===== src/hdl/tpzc_pkg.sv =====
`default_nettype none
package tpzc_pkg;

  // Sample and coefficient formats.
  localparam int SAMPLE_WIDTH   = 16;
  localparam int COEF_WIDTH     = 32;
  localparam int COEF_FRAC_BITS = 24;

  // A product is exact in the sum of both operand widths.
  localparam int PROD_W = COEF_WIDTH + SAMPLE_WIDTH;
  // Five products plus the rounding constant need three more bits.
  localparam int ACC_W  = PROD_W + 3;
  // The width of the sum after the fractional bits are dropped.
  localparam int RES_W  = ACC_W - COEF_FRAC_BITS;

  // Configuration register index width and data width.
  localparam int CFG_IDX_W  = 3;
  localparam int CFG_DATA_W = COEF_WIDTH;

  // Half an output LSB, added before the fractional bits are dropped.
  localparam logic signed [ACC_W-1:0] RND_HALF =
    {{(ACC_W-1){1'b0}}, 1'b1} << (COEF_FRAC_BITS - 1);

  // Limits after reset: the full range of a sample.
  localparam logic signed [SAMPLE_WIDTH-1:0] SAMPLE_MIN = {1'b1, {(SAMPLE_WIDTH-1){1'b0}}};
  localparam logic signed [SAMPLE_WIDTH-1:0] SAMPLE_MAX = {1'b0, {(SAMPLE_WIDTH-1){1'b1}}};

  typedef logic signed [SAMPLE_WIDTH-1:0] sample_t;
  typedef logic signed [COEF_WIDTH-1:0]   coef_t;

  // Register map of the configuration port.
  typedef enum logic [CFG_IDX_W-1:0] {
    CFG_COEF_B0 = 3'd0,
    CFG_COEF_B1 = 3'd1,
    CFG_COEF_B2 = 3'd2,
    CFG_COEF_A1 = 3'd3,
    CFG_COEF_A2 = 3'd4,
    CFG_OUT_MIN = 3'd5,
    CFG_OUT_MAX = 3'd6
  } cfg_idx_t;

  // Coefficients and limits as seen by the datapath.
  typedef struct packed {
    coef_t   b0;
    coef_t   b1;
    coef_t   b2;
    coef_t   a1;
    coef_t   a2;
    sample_t out_min;
    sample_t out_max;
  } cfg_set_t;

  // Sample history of the filter.
  typedef struct packed {
    sample_t e1;
    sample_t e2;
    sample_t y1;
    sample_t y2;
  } hist_t;

endpackage
`default_nettype wire


===== src/hdl/tpzc_cfg_regs.sv =====
`default_nettype none
module tpzc_cfg_regs
  import tpzc_pkg::*;
(
  input  wire logic                  clk,
  input  wire logic                  rst_n,
  input  wire logic                  wr_en,
  input  wire logic [CFG_IDX_W-1:0]  wr_index,
  input  wire logic [CFG_DATA_W-1:0] wr_data,
  output cfg_set_t                   cfg
);

  cfg_set_t cfg_r;
  cfg_set_t cfg_nxt;

  // Decode the write; an index beyond the map leaves every register alone.
  always_comb begin
    cfg_nxt = cfg_r;
    if (wr_en) begin
      unique case (cfg_idx_t'(wr_index))
        CFG_COEF_B0: cfg_nxt.b0      = coef_t'(wr_data);
        CFG_COEF_B1: cfg_nxt.b1      = coef_t'(wr_data);
        CFG_COEF_B2: cfg_nxt.b2      = coef_t'(wr_data);
        CFG_COEF_A1: cfg_nxt.a1      = coef_t'(wr_data);
        CFG_COEF_A2: cfg_nxt.a2      = coef_t'(wr_data);
        CFG_OUT_MIN: cfg_nxt.out_min = wr_data[SAMPLE_WIDTH-1:0];
        CFG_OUT_MAX: cfg_nxt.out_max = wr_data[SAMPLE_WIDTH-1:0];
        default:     cfg_nxt         = cfg_r;
      endcase
    end
  end

  // Coefficients clear to zero, limits open to the full sample range.
  always_ff @(posedge clk) begin
    if (!rst_n) begin
      cfg_r.b0      <= '0;
      cfg_r.b1      <= '0;
      cfg_r.b2      <= '0;
      cfg_r.a1      <= '0;
      cfg_r.a2      <= '0;
      cfg_r.out_min <= SAMPLE_MIN;
      cfg_r.out_max <= SAMPLE_MAX;
    end else begin
      cfg_r <= cfg_nxt;
    end
  end

  assign cfg = cfg_r;

endmodule
`default_nettype wire


===== config.mk =====
export PLATFORM = sky130hd
export DESIGN_NAME = tpzc_cfg_regs
export DESIGN_NICKNAME = d
export VERILOG_FILES = /design/src/hdl/tpzc_pkg.sv /design/src/hdl/tpzc_cfg_regs.sv
export SDC_FILE = /design/constraint.sdc
export NUM_CORES = 1
export LEC_CHECK = 0
export ABC_AREA = 1
export BUFFER_PORTS_ARGS = -buffer_cell sky130_fd_sc_hd__buf_4
export CAP_MARGIN = 25
export CORE_MARGIN = 2
export CORE_UTILIZATION = 50
export CTS_CLUSTER_SIZE = 8
export DETAILED_ROUTE_END_ITERATION = 10
export PLACE_DENSITY = 0.86
export SLEW_MARGIN = 20
export SYNTH_ARGS = -nofsm -noshare
export SYNTH_HDL_FRONTEND = slang
export SYNTH_SLANG_ARGS = --single-unit

===== constraint.sdc =====
create_clock -name clk -period 1.1 [get_ports clk]
set_input_delay 0.055 -clock clk [delete_from_list [all_inputs] [get_ports clk]]
set_output_delay 0.055 -clock clk [all_outputs]
set_load 0.1 [all_outputs]

==> metrics.cfg <==
[final_layout]
area_delta_synth_final_pct = 50.6
finalNonFillerCells = 1495
fillers = 895
final_nets = 1336
largest_reg_flops = 192
fin_util_pct = 77.7
drive_above_1_share_pct = 38.0

[sta]
worst_slew_pin_slew_ps = 413
hold_viol_final = 0
skew_ps = 0
fmax_mhz = 916
finalSetupTns_ps = 0
post-route-period-util_pct = 99.3
period_needed_ps = 1090
setup_viol = 0
setup_ws_ps = 7.76
drv_slew = 0
relSlewSlack_pct = 72.4

[setup_path]
worstSetupStartpointType = register
cp_top_family = flip-flops
r2r_slack_ps = 380
endpoint_kind = primary output
critPathRequiredTime_ps = 1040
cpPeakStageDelay_ps = 390
crit_start = cfg[0]$_SDFFE_PN1P_
critPathKind = register to primary output
path_buf_inv = 1
r2r-start = cfg[154]$_SDFFE_PN0P_
crit_arrival_ps = 1040
crit_fanout = 2
crit_chain = buf_8
slowest_stage = dfxtp_2

[power_and_ir_drop]
ir_drop_v = 0.00111
powerDensity_mw_per_mm2 = 1510
p_total_mw = 17.2
p_leak_nw = 5.15

[die]
initial_core_util_pct = 51.6
ios = 230
row_count = 44
die_x_um = 127
dieArea_mm2 = 0.0161
die_h_um = 127
core_mm2 = 0.0146

[status]
status = finished, final reports clean

[route]
route.detailed.drc = 0
via_count = 8286
initialDrtViolationCount = 1005
avgViaCountPerCell = 5.54
ant_nets = 0
drt-wirelength-per-cell_um = 18.3
wl_um = 27400
first_pass_iters = 6

[logic_synthesis]
synth_top_cells_by_area = dfxtp_1, nor2_1, nand3_1
synth.mux.area_fraction_pct = 0
syn_area_mm2 = 0.00755
yosys.area.top_type = dfxtp_1
synth_xor_area_share_pct = 0
synth_top_area_share_pct = 50.9
ys_types = 16
synth_fa_ha_area_share_pct = 0
seq_area_frac_synth_pct = 50.9
synthTopCellsByCount = nor2_1, nand2_1, dfxtp_1, nand3_1, buf_2
synth_flop_cell = dfxtp_1
synth-seq-cells = 192
yosysWarnings = 0
syn_inst = 1075
avgSynthCellArea_um2 = 7.03
synth_compound_area_share_pct = 0.0663
synth_top_family_by_area = simple AND/OR/NAND/NOR gates
yosysMostFrequentCell = nor2_1
synth_nets = 1113
synthSimpleGateAreaFrac_pct = 41.9
synthArstFlopShare_pct = 0
synth_edf_count = 0

[hold_path]
hp-start = wr_data[17]
min_path_type = input pin to register

[run]
drv_cap = 0

[global_route]
antenna_found_initial = 1
met3_usage_pct = 8.10
grt_pass1_wl_um = 41100
grt_pass1_vias = 7916
busiest_layer = met2
overflow = 0
gr-usage-all-layers_pct = 32.5
use_met2_pct = 53.5
grt_max_degree = 45
use_met1_pct = 39.4

[placed_design]
gp_congestion = 0.867
hpwlAfterDp_um = 16400
place_ws_ps = -45.9
io_buffers = 229
dp_cells = 1445

[cts]
cts_tree = yes
ctsLongestPathBuffers = 2
path_clk_slew_ps = 70
cts.sinks = 192
cts_made_buffers = 17
insertion_delay_ps = 440
h-tree-depth = 4
root_buffer = clkbuf_16

## tightest hold or removal path, cell delays in order
cell,delay [ps]
buf_4,80
inv_1,80
nand3_1,90
nand2_1,50
nor2_1,70
## layer usage
layer,routed length (µm),vias to the layer above
met3,3000,120
met2,13200,567
li1,-,3789
met5,0,-
met1,9900,3810
met4,1280,0
## logic make-up (layout without fill, tap and decap cells)
kind of cell           after synthesis  count (layout)
AND/OR/NAND/NOR                    769             769
buffers and inverters              113             348
AO/OA/AOI/OAI                        1               1
flip-flops                         192             192
other                                0               1
## metrics by stage
step                area, µm²  hold WS [ps]
floorplan                7790           181
global placement         9890           274
detailed placement       9890           280
CTS                     11300          26.4
global route            11400          70.9
finish                  11400          28.4
## power by group
group	switching, mW	internal, mW	total, mW	leakage [nW]
Sequential	0.204	7.24	7.45	1.64
Combinational	2.85	1.02	3.87	3.25
Clock	2.69	3.15	5.84	0.265
## cell type report
| type | count | area (µm²) | area share [%] |
|---|---|---|---|
| Sequential cell | 192 | 4080 | 35.9 |
| Clock inverter | 11 | 92.6 | 0.814 |
| Inverter | 38 | 143 | 1.25 |
| Antenna cell | 1 | 2.50 | 0.0220 |
| Multi-Input combinational cell | 770 | 3200 | 28.2 |
| Clock buffer | 20 | 447 | 3.93 |
| Tap cell | 184 | 230 | 2.02 |
| Timing Repair Buffer | 279 | 3170 | 27.9 |
## timing repair
| action | in CTS | in global routing |
|---|---|---|
| resized for setup | 182 | 22 |
| hold endpoints to repair | 27 | 0 |
| endpoints found under the setup margin | 182 | 21 |
| hold buffers | 18 | 0 |
| buffers inserted | 0 | 0 |
## final timing paths
path | end | cells after the start
setup reg to reg | cfg[154]$_SDFFE_PN0P_ | 2
setup / recovery | cfg[0] | 1
hold reg to reg | cfg[8]$_SDFFE_PN1P_ | 2
hold / removal | cfg[81]$_SDFFE_PN0P_ | 5
## layout by cell type, fill, tap and decap left out
master         instances
nor2_1               352
nand2_1              212
nand3_1              192
dfxtp_2              192
buf_6                182
buf_4                 47
inv_1                 35
buf_12                22
dlygate4sd3_1         18
clkbuf_16             17
buf_8                 10
nor2_4                 7
clkinv_2               6
nor2_2                 4
inv_2                  3
clkinvlp_4             2
clkbuf_1               2
clkinv_4               2
diode_2                1
nand2_2                1
nand2_4                1
o21ai_0                1
clkbuf_8               1
bufinv_16              1
Power figures use the tool's default switching activity.
